### config.mk
export PLATFORM = sky130hd
export DESIGN_NAME = key_value_escape_decoder_unit
export DESIGN_NICKNAME = d
export VERILOG_FILES = /design/src/hdl/kved_pkg.sv /design/src/hdl/key_value_escape_decoder_unit.sv /design/src/hdl/kved_parse.sv /design/src/hdl/kved_resq.sv
export SDC_FILE = /design/constraint.sdc
export NUM_CORES = 1
export LEC_CHECK = 0
export BUFFER_PORTS_ARGS = -buffer_cell sky130_fd_sc_hd__buf_2
export CELL_PAD_IN_SITES_DETAIL_PLACEMENT = 0
export CELL_PAD_IN_SITES_GLOBAL_PLACEMENT = 2
export CORE_AREA = 2 2 131 133
export DETAILED_ROUTE_END_ITERATION = 7
export DIE_AREA = 0 0 133 135
export HOLD_SLACK_MARGIN = 0.06
export PLACE_DENSITY_LB_ADDON = 0.15
export SYNTH_ARGS = -nofsm -noshare
export SYNTH_HDL_FRONTEND = slang
export SYNTH_SLANG_ARGS = --single-unit
### constraint.sdc
create_clock -name clk_i -period 6.6 [get_ports clk_i]
set_input_delay 1.32 -clock clk_i [delete_from_list [all_inputs] [get_ports clk_i]]
set_output_delay 1.32 -clock clk_i [all_outputs]
set_load 0.03 [all_outputs]
### src/hdl/kved_pkg.sv
// ----------------------------------------------------------------------------
// kved_pkg
// Types, constants and helpers shared by the key/value escape decoder.
// ----------------------------------------------------------------------------
`default_nettype none

package kved_pkg;

  localparam int unsigned ByteW   = 8;
  localparam int unsigned KindW   = 3;
  localparam int unsigned CfgIdxW = 2;

  // result queue depth; two slots are kept free for the widest input beat
  localparam int unsigned QDepth  = 4;
  localparam int unsigned QPtrW   = $clog2(QDepth);
  localparam int unsigned QCntW   = $clog2(QDepth + 1);
  localparam int unsigned MaxRes  = 2;

  localparam logic [ByteW-1:0] KeySepRst  = 8'd61;  // '='
  localparam logic [ByteW-1:0] PairSepRst = 8'd59;  // ';'
  localparam logic [ByteW-1:0] EscRst     = 8'd92;  // backslash

  localparam logic [ByteW-1:0] ChEnd   = 8'd0;
  localparam logic [ByteW-1:0] ChHex   = 8'd120;  // 'x'
  localparam logic [ByteW-1:0] ChN     = 8'd110;
  localparam logic [ByteW-1:0] ChR     = 8'd114;
  localparam logic [ByteW-1:0] ChT     = 8'd116;
  localparam logic [ByteW-1:0] ChZero  = 8'd48;   // '0'
  localparam logic [ByteW-1:0] ChNine  = 8'd57;
  localparam logic [ByteW-1:0] ChLa    = 8'd97;
  localparam logic [ByteW-1:0] ChLf    = 8'd102;
  localparam logic [ByteW-1:0] ChUa    = 8'd65;
  localparam logic [ByteW-1:0] ChUf    = 8'd70;
  localparam logic [ByteW-1:0] ByteAll = 8'hFF;

  typedef enum logic [CfgIdxW-1:0] {
    REG_KEY_SEP  = 2'd0,
    REG_PAIR_SEP = 2'd1,
    REG_ESC      = 2'd2
  } cfg_reg_e;

  typedef enum logic [KindW-1:0] {
    KIND_DATA        = 3'd0,
    KIND_KEY_DONE    = 3'd1,
    KIND_PAIR_DONE   = 3'd2,
    KIND_RECORD_DONE = 3'd3,
    KIND_ERROR       = 3'd4
  } kind_e;

  typedef enum logic [1:0] {
    ESC_NONE  = 2'd0,
    ESC_START = 2'd1,
    ESC_HI    = 2'd2,
    ESC_LO    = 2'd3
  } esc_e;

  typedef struct packed {
    kind_e            kind;
    logic [ByteW-1:0] data;
    logic             in_value;
    logic             last;
  } res_t;

  // results of one input beat
  typedef struct packed {
    logic [1:0] num;
    res_t       r0;
    res_t       r1;
  } res_pair_t;

  function automatic res_t mk_res(kind_e kind, logic [ByteW-1:0] data,
                                  logic in_value, logic last);
    res_t r;
    r.kind     = kind;
    r.data     = (kind == KIND_DATA) ? data : '0;
    r.in_value = (kind == KIND_DATA) ? in_value : 1'b0;
    r.last     = last;
    return r;
  endfunction

  // {valid, nibble}
  function automatic logic [4:0] hex_val(logic [ByteW-1:0] c);
    logic [4:0] v;
    logic [ByteW-1:0] t;
    v = 5'h0F;
    t = '0;
    if (c >= ChZero && c <= ChNine) begin
      t = c - ChZero;
      v = {1'b1, t[3:0]};
    end else if (c >= ChLa && c <= ChLf) begin
      t = c - ChLa + 8'd10;
      v = {1'b1, t[3:0]};
    end else if (c >= ChUa && c <= ChUf) begin
      t = c - ChUa + 8'd10;
      v = {1'b1, t[3:0]};
    end
    return v;
  endfunction

  function automatic logic [ByteW-1:0] simple_unesc(logic [ByteW-1:0] c);
    logic [ByteW-1:0] r;
    r = c;
    if (c == ChN) r = 8'd10;
    else if (c == ChR) r = 8'd13;
    else if (c == ChT) r = 8'd9;
    else if (c == ChZero) r = 8'd0;
    return r;
  endfunction

endpackage

`default_nettype wire

### src/hdl/key_value_escape_decoder_unit.sv
// ----------------------------------------------------------------------------
// key_value_escape_decoder_unit
// Escaped key=value;key=value record decoder, one encoded byte per beat.
// ----------------------------------------------------------------------------
// Input stream: one encoded byte per beat on s_axis_tdata; byte 0 ends a record.
// Output stream: decoded results; tuser carries the kind (data, key done,
// pair done, record done, error), tdata the decoded byte and the value flag,
// tlast marks the last result caused by one input byte.
// A byte accepted at one edge into an empty queue has its first result on the
// output right after that edge. One byte is taken every cycle while the queue
// has room; an end of record in a value gives two results, so a long burst of
// those is limited by the single output beat per cycle.
// A four-entry result queue sits between parser and output; input is taken
// while two entries are free, so with a stalled receiver the input is held
// back as soon as three results wait, and nothing is lost.
// Reset clears the queue and parser state and loads the default separators
// '=' ';' and escape '\'. Config writes (cfg_we_i) take effect the next cycle.
// ----------------------------------------------------------------------------
`default_nettype none

module key_value_escape_decoder_unit import kved_pkg::*; (
  input  wire logic               clk_i,
  input  wire logic               rst_ni,
  input  wire logic               cfg_we_i,
  input  wire logic [CfgIdxW-1:0] cfg_idx_i,
  input  wire logic [ByteW-1:0]   cfg_data_i,
  input  wire logic               s_axis_tvalid,
  output logic                    s_axis_tready,
  input  wire logic [7:0]         s_axis_tdata,   // [7:0] in_byte
  output logic                    m_axis_tvalid,
  input  wire logic               m_axis_tready,
  output logic [15:0]             m_axis_tdata,   // [7:0] out_byte, [8] out_in_value
  output logic [KindW-1:0]        m_axis_tuser,   // [2:0] out_kind
  output logic                    m_axis_tlast    // out_last
);

  logic      beat;
  res_pair_t res;
  res_t      head;

  assign beat = s_axis_tvalid && s_axis_tready;

  kved_parse u_parse (
    .clk_i      (clk_i),
    .rst_ni     (rst_ni),
    .cfg_we_i   (cfg_we_i),
    .cfg_idx_i  (cfg_idx_i),
    .cfg_data_i (cfg_data_i),
    .beat_i     (beat),
    .byte_i     (s_axis_tdata),
    .res_o      (res)
  );

  kved_resq u_resq (
    .clk_i   (clk_i),
    .rst_ni  (rst_ni),
    .push_i  (beat),
    .res_i   (res),
    .pop_i   (m_axis_tready),
    .space_o (s_axis_tready),
    .valid_o (m_axis_tvalid),
    .head_o  (head)
  );

  assign m_axis_tdata = {7'd0, head.in_value, head.data};
  assign m_axis_tuser = head.kind;
  assign m_axis_tlast = head.last;

  // only pair done ahead of record done can be a non-final result
  a_last_kind: assert property (@(posedge clk_i) disable iff (!rst_ni)
    m_axis_tvalid && m_axis_tuser != KIND_PAIR_DONE |-> m_axis_tlast)
    else $error("non-final result of unexpected kind");

  a_ctrl_zero: assert property (@(posedge clk_i) disable iff (!rst_ni)
    m_axis_tvalid && m_axis_tuser != KIND_DATA |-> m_axis_tdata == 16'd0)
    else $error("control result carries data");

  a_kind_range: assert property (@(posedge clk_i) disable iff (!rst_ni)
    m_axis_tvalid |-> m_axis_tuser <= KIND_ERROR)
    else $error("result kind out of range");

  // a non-final pair done is always followed by its record done
  a_pair_rec: assert property (@(posedge clk_i) disable iff (!rst_ni)
    m_axis_tvalid && m_axis_tready && !m_axis_tlast
      |=> m_axis_tvalid && m_axis_tuser == KIND_RECORD_DONE)
    else $error("pair done not followed by record done");

  a_two_res_end: assert property (@(posedge clk_i) disable iff (!rst_ni)
    beat && res.num == 2'd2 |-> s_axis_tdata == ChEnd)
    else $error("two results from a non-terminating byte");

endmodule

`default_nettype wire

### src/hdl/kved_parse.sv
// ----------------------------------------------------------------------------
// kved_parse
// Config registers, parser state and per-beat decode into up to two results.
// ----------------------------------------------------------------------------
`default_nettype none

module kved_parse import kved_pkg::*; (
  input  wire logic               clk_i,
  input  wire logic               rst_ni,
  input  wire logic               cfg_we_i,
  input  wire logic [CfgIdxW-1:0] cfg_idx_i,
  input  wire logic [ByteW-1:0]   cfg_data_i,
  input  wire logic               beat_i,
  input  wire logic [ByteW-1:0]   byte_i,
  output res_pair_t               res_o
);

  logic [ByteW-1:0] key_sep_q, pair_sep_q, esc_q;
  logic             in_val_q, in_val_d;
  logic             pstart_q, pstart_d;
  esc_e             esc_step_q, esc_step_d;
  logic [3:0]       hi_q, hi_d;
  logic             rej_q, rej_d;
  logic [4:0]       hx;

  always_ff @(posedge clk_i or negedge rst_ni) begin
    if (!rst_ni) begin
      key_sep_q  <= KeySepRst;
      pair_sep_q <= PairSepRst;
      esc_q      <= EscRst;
    end else if (cfg_we_i) begin
      unique case (cfg_idx_i)
        REG_KEY_SEP:  key_sep_q  <= cfg_data_i;
        REG_PAIR_SEP: pair_sep_q <= cfg_data_i;
        REG_ESC:      esc_q      <= cfg_data_i;
        default: ;
      endcase
    end
  end

  always_ff @(posedge clk_i or negedge rst_ni) begin
    if (!rst_ni) begin
      in_val_q   <= 1'b0;
      pstart_q   <= 1'b1;
      esc_step_q <= ESC_NONE;
      hi_q       <= '0;
      rej_q      <= 1'b0;
    end else if (beat_i) begin
      in_val_q   <= in_val_d;
      pstart_q   <= pstart_d;
      esc_step_q <= esc_step_d;
      hi_q       <= hi_d;
      rej_q      <= rej_d;
    end
  end

  assign hx = hex_val(byte_i);

  always_comb begin
    in_val_d   = in_val_q;
    pstart_d   = pstart_q;
    esc_step_d = esc_step_q;
    hi_d       = hi_q;
    rej_d      = rej_q;
    res_o.num  = 2'd0;
    res_o.r0   = mk_res(KIND_DATA, byte_i, in_val_q, 1'b1);
    res_o.r1   = mk_res(KIND_RECORD_DONE, '0, 1'b0, 1'b1);

    if (rej_q) begin
      if (byte_i == ChEnd) begin
        in_val_d   = 1'b0;
        pstart_d   = 1'b1;
        esc_step_d = ESC_NONE;
        hi_d       = '0;
        rej_d      = 1'b0;
      end
    end else if (byte_i == ChEnd) begin
      // end of record: any partial escape is dropped
      res_o.num = 2'd1;
      if (in_val_q) begin
        res_o.num = 2'd2;
        res_o.r0  = mk_res(KIND_PAIR_DONE, '0, 1'b0, 1'b0);
      end else if (pstart_q) begin
        res_o.r0  = mk_res(KIND_RECORD_DONE, '0, 1'b0, 1'b1);
      end else begin
        res_o.r0  = mk_res(KIND_ERROR, '0, 1'b0, 1'b1);
      end
      in_val_d   = 1'b0;
      pstart_d   = 1'b1;
      esc_step_d = ESC_NONE;
      hi_d       = '0;
      rej_d      = 1'b0;
    end else begin
      unique case (esc_step_q)
        ESC_START: begin
          if (byte_i == ChHex) begin
            esc_step_d = ESC_HI;
          end else begin
            esc_step_d = ESC_NONE;
            res_o.num  = 2'd1;
            res_o.r0   = mk_res(KIND_DATA, simple_unesc(byte_i), in_val_q, 1'b1);
          end
        end
        ESC_HI: begin
          hi_d       = hx[3:0];
          esc_step_d = ESC_LO;
        end
        ESC_LO: begin
          esc_step_d = ESC_NONE;
          res_o.num  = 2'd1;
          res_o.r0   = mk_res(KIND_DATA, hx[4] ? {hi_q, hx[3:0]} : ByteAll,
                              in_val_q, 1'b1);
        end
        ESC_NONE: begin
          if (!in_val_q) begin
            pstart_d = 1'b0;
            if (byte_i == pair_sep_q) begin
              res_o.num = 2'd1;
              res_o.r0  = mk_res(KIND_ERROR, '0, 1'b0, 1'b1);
              rej_d     = 1'b1;
            end else if (byte_i == key_sep_q) begin
              in_val_d  = 1'b1;
              res_o.num = 2'd1;
              res_o.r0  = mk_res(KIND_KEY_DONE, '0, 1'b0, 1'b1);
            end else if (byte_i == esc_q) begin
              esc_step_d = ESC_START;
            end else begin
              res_o.num = 2'd1;
              res_o.r0  = mk_res(KIND_DATA, byte_i, 1'b0, 1'b1);
            end
          end else begin
            if (byte_i == key_sep_q) begin
              res_o.num = 2'd1;
              res_o.r0  = mk_res(KIND_ERROR, '0, 1'b0, 1'b1);
              rej_d     = 1'b1;
            end else if (byte_i == pair_sep_q) begin
              in_val_d  = 1'b0;
              pstart_d  = 1'b1;
              res_o.num = 2'd1;
              res_o.r0  = mk_res(KIND_PAIR_DONE, '0, 1'b0, 1'b1);
            end else if (byte_i == esc_q) begin
              esc_step_d = ESC_START;
            end else begin
              res_o.num = 2'd1;
              res_o.r0  = mk_res(KIND_DATA, byte_i, 1'b1, 1'b1);
            end
          end
        end
        default: ;
      endcase
    end
  end

endmodule

`default_nettype wire

### src/hdl/kved_resq.sv
// ----------------------------------------------------------------------------
// kved_resq
// Small result queue: takes up to two results per cycle, emits one per beat.
// ----------------------------------------------------------------------------
`default_nettype none

module kved_resq import kved_pkg::*; (
  input  wire logic      clk_i,
  input  wire logic      rst_ni,
  input  wire logic      push_i,
  input  wire res_pair_t res_i,
  input  wire logic      pop_i,
  output logic           space_o,
  output logic           valid_o,
  output res_t           head_o
);

  res_t             mem_q [QDepth];
  logic [QPtrW-1:0] wr_q, wr_d, rd_q, rd_d, wr_nx;
  logic [QCntW-1:0] cnt_q, cnt_d;
  logic [1:0]       n_push;
  logic             do_pop;

  assign n_push  = push_i ? res_i.num : 2'd0;
  assign do_pop  = pop_i && valid_o;
  assign valid_o = (cnt_q != '0);
  assign head_o  = mem_q[rd_q];
  assign space_o = (cnt_q <= QCntW'(QDepth - MaxRes));
  assign wr_nx   = wr_q + QPtrW'(1);

  assign wr_d  = wr_q + QPtrW'(n_push);
  assign rd_d  = rd_q + QPtrW'(do_pop);
  assign cnt_d = cnt_q + QCntW'(n_push) - QCntW'(do_pop);

  always_ff @(posedge clk_i or negedge rst_ni) begin
    if (!rst_ni) begin
      wr_q  <= '0;
      rd_q  <= '0;
      cnt_q <= '0;
    end else begin
      wr_q  <= wr_d;
      rd_q  <= rd_d;
      cnt_q <= cnt_d;
    end
  end

  always_ff @(posedge clk_i) begin
    if (n_push != 2'd0) mem_q[wr_q] <= res_i.r0;
    if (n_push == 2'd2) mem_q[wr_nx] <= res_i.r1;
  end

endmodule

`default_nettype wire

==> results by group <==
Routing
  • Number of remaining DRC errors: 0
  • Met3 wire len: 416 microns
  • Starting DRT DRC Count: 234
  • Detailed-route vias per instance: 5.08
  • First drt pass iteration count: 4
  • Final ANT Viol Nets: 0
  • Met2 WL: 6710 microns
  • Wl on met1: 6370 microns
  • DR vias: 3829
  • Uppermost layer routed: met4
  • Wire per inst: 18.2 microns
  • WL final: 13700 microns

Cells and area
  • Share of layout cells above drive strength 1: 23.6%
  • Post-route insts no fill: 754
  • Antenna Cells: 0
  • Final #Nets: 562
  • Layout area overhead: 10.6%

Placement
  • RePlAce Congestion: 0.782
  • Inst Count DP: 738
  • # port buffers: 37
  • Post-DP HPWL: 9690 microns

Floorplan
  • I/O pins: 45
  • Row cnt: 47
  • DIE AREA: 0.0180 sq mm
  • Die W: 133 microns
  • CORE AREA: 0.0164 sq mm
  • Starting Density: 30.6%
  • Chip height: 135 microns

Power and ir drop
  • Worst VDD drop: 0.130 mV
  • Total power: 0.00219 W
  • Int Pwr: 0.00138 W
  • Sw Share: 37.0%
  • PwrDens: 394 mW/mm^2
  • Combinational Power Share: 34.1%
  • Leakage: 2.17 nW
  • Sequential share of power: 41.6%
  • Clk network pwr share: 24.3%
  • Sw Pwr: 0.000809 W

Clock tree
  • Clock Latency Late Sink: 0.36 ns
  • Reg clk slew, reported paths: 0.06 ns
  • H-tree levels: 3
  • Clk buf depth: 2
  • CTS sink cnt: 92
  • Clk root buf: clkbuf_16
  • Postcts setup bufs: 0
  • Hold Buf Count CTS: 0
  • CTS buffer count: 9
  • Post-CTS Resized: 0
  • CTS tree: yes

Timing
  • Fin. Hold Viols: 0
  • Max transition margin: 38.3%
  • # setup viols final: 0
  • Crit share post-route: 59.0%
  • RSZ-0062 raised after global routing: no
  • Final Skew: 0.0109 ns
  • Slew Limit Fails: 0
  • Slew at the pin closest to its max-slew limit: 0.926 ns
  • F_max: 257 MHz
  • Post-layout min period: 3.89 ns
  • Setup_tns: 0 ns

Synthesis
  • Synthesized cell area: 0.00503 sq mm
  • Synth Instances: 515
  • Ys async rst share: 43.5%
  • Yosys top cell by area: dfxtp_1
  • Most common cell in the netlist: dfxtp_1
  • #FFs+latches synth: 92
  • Post-synthesis mux area share: 11.8%
  • Post-synthesis adder-cell area fraction: 2.64%
  • Post-synthesis xor/xnor area fraction: 5.05%
  • Synth Area in Simple Gates: 17.4%
  • Post-synth EDFFs: 0
  • Post-synth top area share: 20.7%
  • Main flop type after synthesis: dfxtp_1
  • Compound-Gate Fraction of Synth Area: 16.1%
  • Commonest cells in the netlist: 52 x dfxtp_1, 43 x nand2_1, 37 x o21ai_0
  • Synth top area cells: dfxtp_1 21%, dfrtp_1 12%, dfstp_2 7.8%
  • Number of synthesis warnings: 0
  • Seq/Total Area, Yosys: 41.0%
  • Largest family of logic cells by synthesized area: simple AND/OR/NAND/NOR gates
  • Avg Cell Area, Syn: 9.76 sq um
  • Synth cell types: 67

Global route
  • Largest net degree at the start of global routing: 41
  • Initial antenna violation count: 0
  • First-pass GRT wire length: 22200 microns
  • Grt ovf: 0
  • Gr usage total: 16.2%
  • Vias in the first global route: 3919

Outcome
  • Status: complete, no violations

Critical path
  • Critical path launch point type: input port
  • Most frequent cell on the critical path: nand3_1
  • Worst endpoint data arrival time: 4.10 ns
  • Critical Path RT: 6.81 ns
  • CP endpoint kind: flip-flop
  • Reg2Reg Setup Slack: 3.66 ns
  • CP Cell Sequence: buf_2 > inv_1 > ha_1 > nor4b_4 > and2_1 > nand3_1 > nor2_1 > nand3_1 > nand3_1 > o21ai_0
  • CP max FO: 13
  • Crit-path slowest cell: nand3_1
  • Crit-path max cell delay: 0.49 ns
  • Critical path class: input port to flip-flop

Hold path
  • Worst hold path type: flip-flop to flip-flop

Flow run
  • Max Cap Viol: 0
## worst paths after layout
check | from | end | cells past startpoint
setup / recovery | s_axis_tdata[0] | u_resq.mem_q[0][9] | 10
hold / removal | u_resq.mem_q[3][5] | u_resq.mem_q[3][5] | 2
setup reg to reg | u_parse.pair_sep_q[3] | u_resq.mem_q[2][10] | 7
hold reg to reg | u_resq.mem_q[3][5] | u_resq.mem_q[3][5] | 2
max in group asynchronous | rst_ni | u_parse.hi_q[1] | 1
min in group asynchronous | rst_ni | u_parse.key_sep_q[7] | 1
## cell type report
cell class              count  area, sq um
flip-flops and latches     92         2060
fillers                  1701        10800
inverters                  10         37.5
clock buffers               9          225
clock inverters             7         73.8
well taps                 220          275
multi-input cells         378         2690
repair buffers             38          193
## per-stage QoR
stage	util (%)	area, sq um	setup slack, ns	hold WS [ns]
final	33.9	5560	2.71	0.459
after global routing	33.9	5560	2.40	0.478
after CTS	33.9	5560	2.68	0.462
after detailed placement	32.1	5260	2.31	0.448
after global placement	32.1	5260	2.36	0.438
after floorplan	-	5050	2.74	0.420
## worst max-delay path, delay by kind of cell
kind / cells / cell delay [ns]
adders and majority gates: 1 / 0.29
AOI/OAI and AO/OA: 1 / 0.10
and+or+nand+nor: 6 / 2.00
buffers and inverters: 2 / 0.37
## flip-flops by register name, indices dropped and copies added, names as in the netlist
signal and count:
u_resq.wr_q 2, u_parse.key_sep_q 8, u_parse.in_val_q 1, u_parse.pair_sep_q 8, u_resq.rd_q 2, u_parse.hi_q 4, u_parse.pstart_q 1, u_resq.cnt_q 3
u_parse.esc_q 8, u_parse.esc_step_q 2, u_parse.rej_q 1, u_resq.mem_q 52
## routing by layer
layer | up-vias | global-route usage (%)
met2 | 63 | 26.9
met3 | 14 | 2.48
met4 | 0 | 6.63
met5 | - | 0
met1 | 1864 | 21.2
li1 | 1888 | -
## cell usage in the layout (no fill, tap or decap), types with 13 or more instances in the layout
cell type / instances
dfstp_2: 15
nand2_1: 43
a21oi_1: 28
o21ai_0: 37
mux2_2: 25
xnor2_1: 19
dfxtp_1: 52
nand3_1: 36
nor2_1: 25
dfrtp_1: 25
mux4_2: 13
o21ai_1: 14
buf_2: 37
## power groups by stage
| stage | combinational [W] | clock [W] | sequential (W) |
|---|---|---|---|
| floorplan | 0.000649 | 0 | 0.000843 |
| detailed placement | 0.000757 | 0 | 0.000927 |
| CTS | 0.000759 | 0.000552 | 0.000917 |
| global route | 0.000829 | 0.000570 | 0.000943 |
| global placement | 0.000746 | 0 | 0.000922 |
| finish | 0.000746 | 0.000531 | 0.000911 |
## cell families after synthesis
group / after synthesis
AND/OR/NAND/NOR: 167
AO/OA/AOI/OAI: 125
flip-flops: 92
buffers and inverters: 51
multiplexers: 40
XOR/XNOR: 29
adder cells (fa/ha/maj): 10
other: 1
Power figures use the tool's default switching activity.
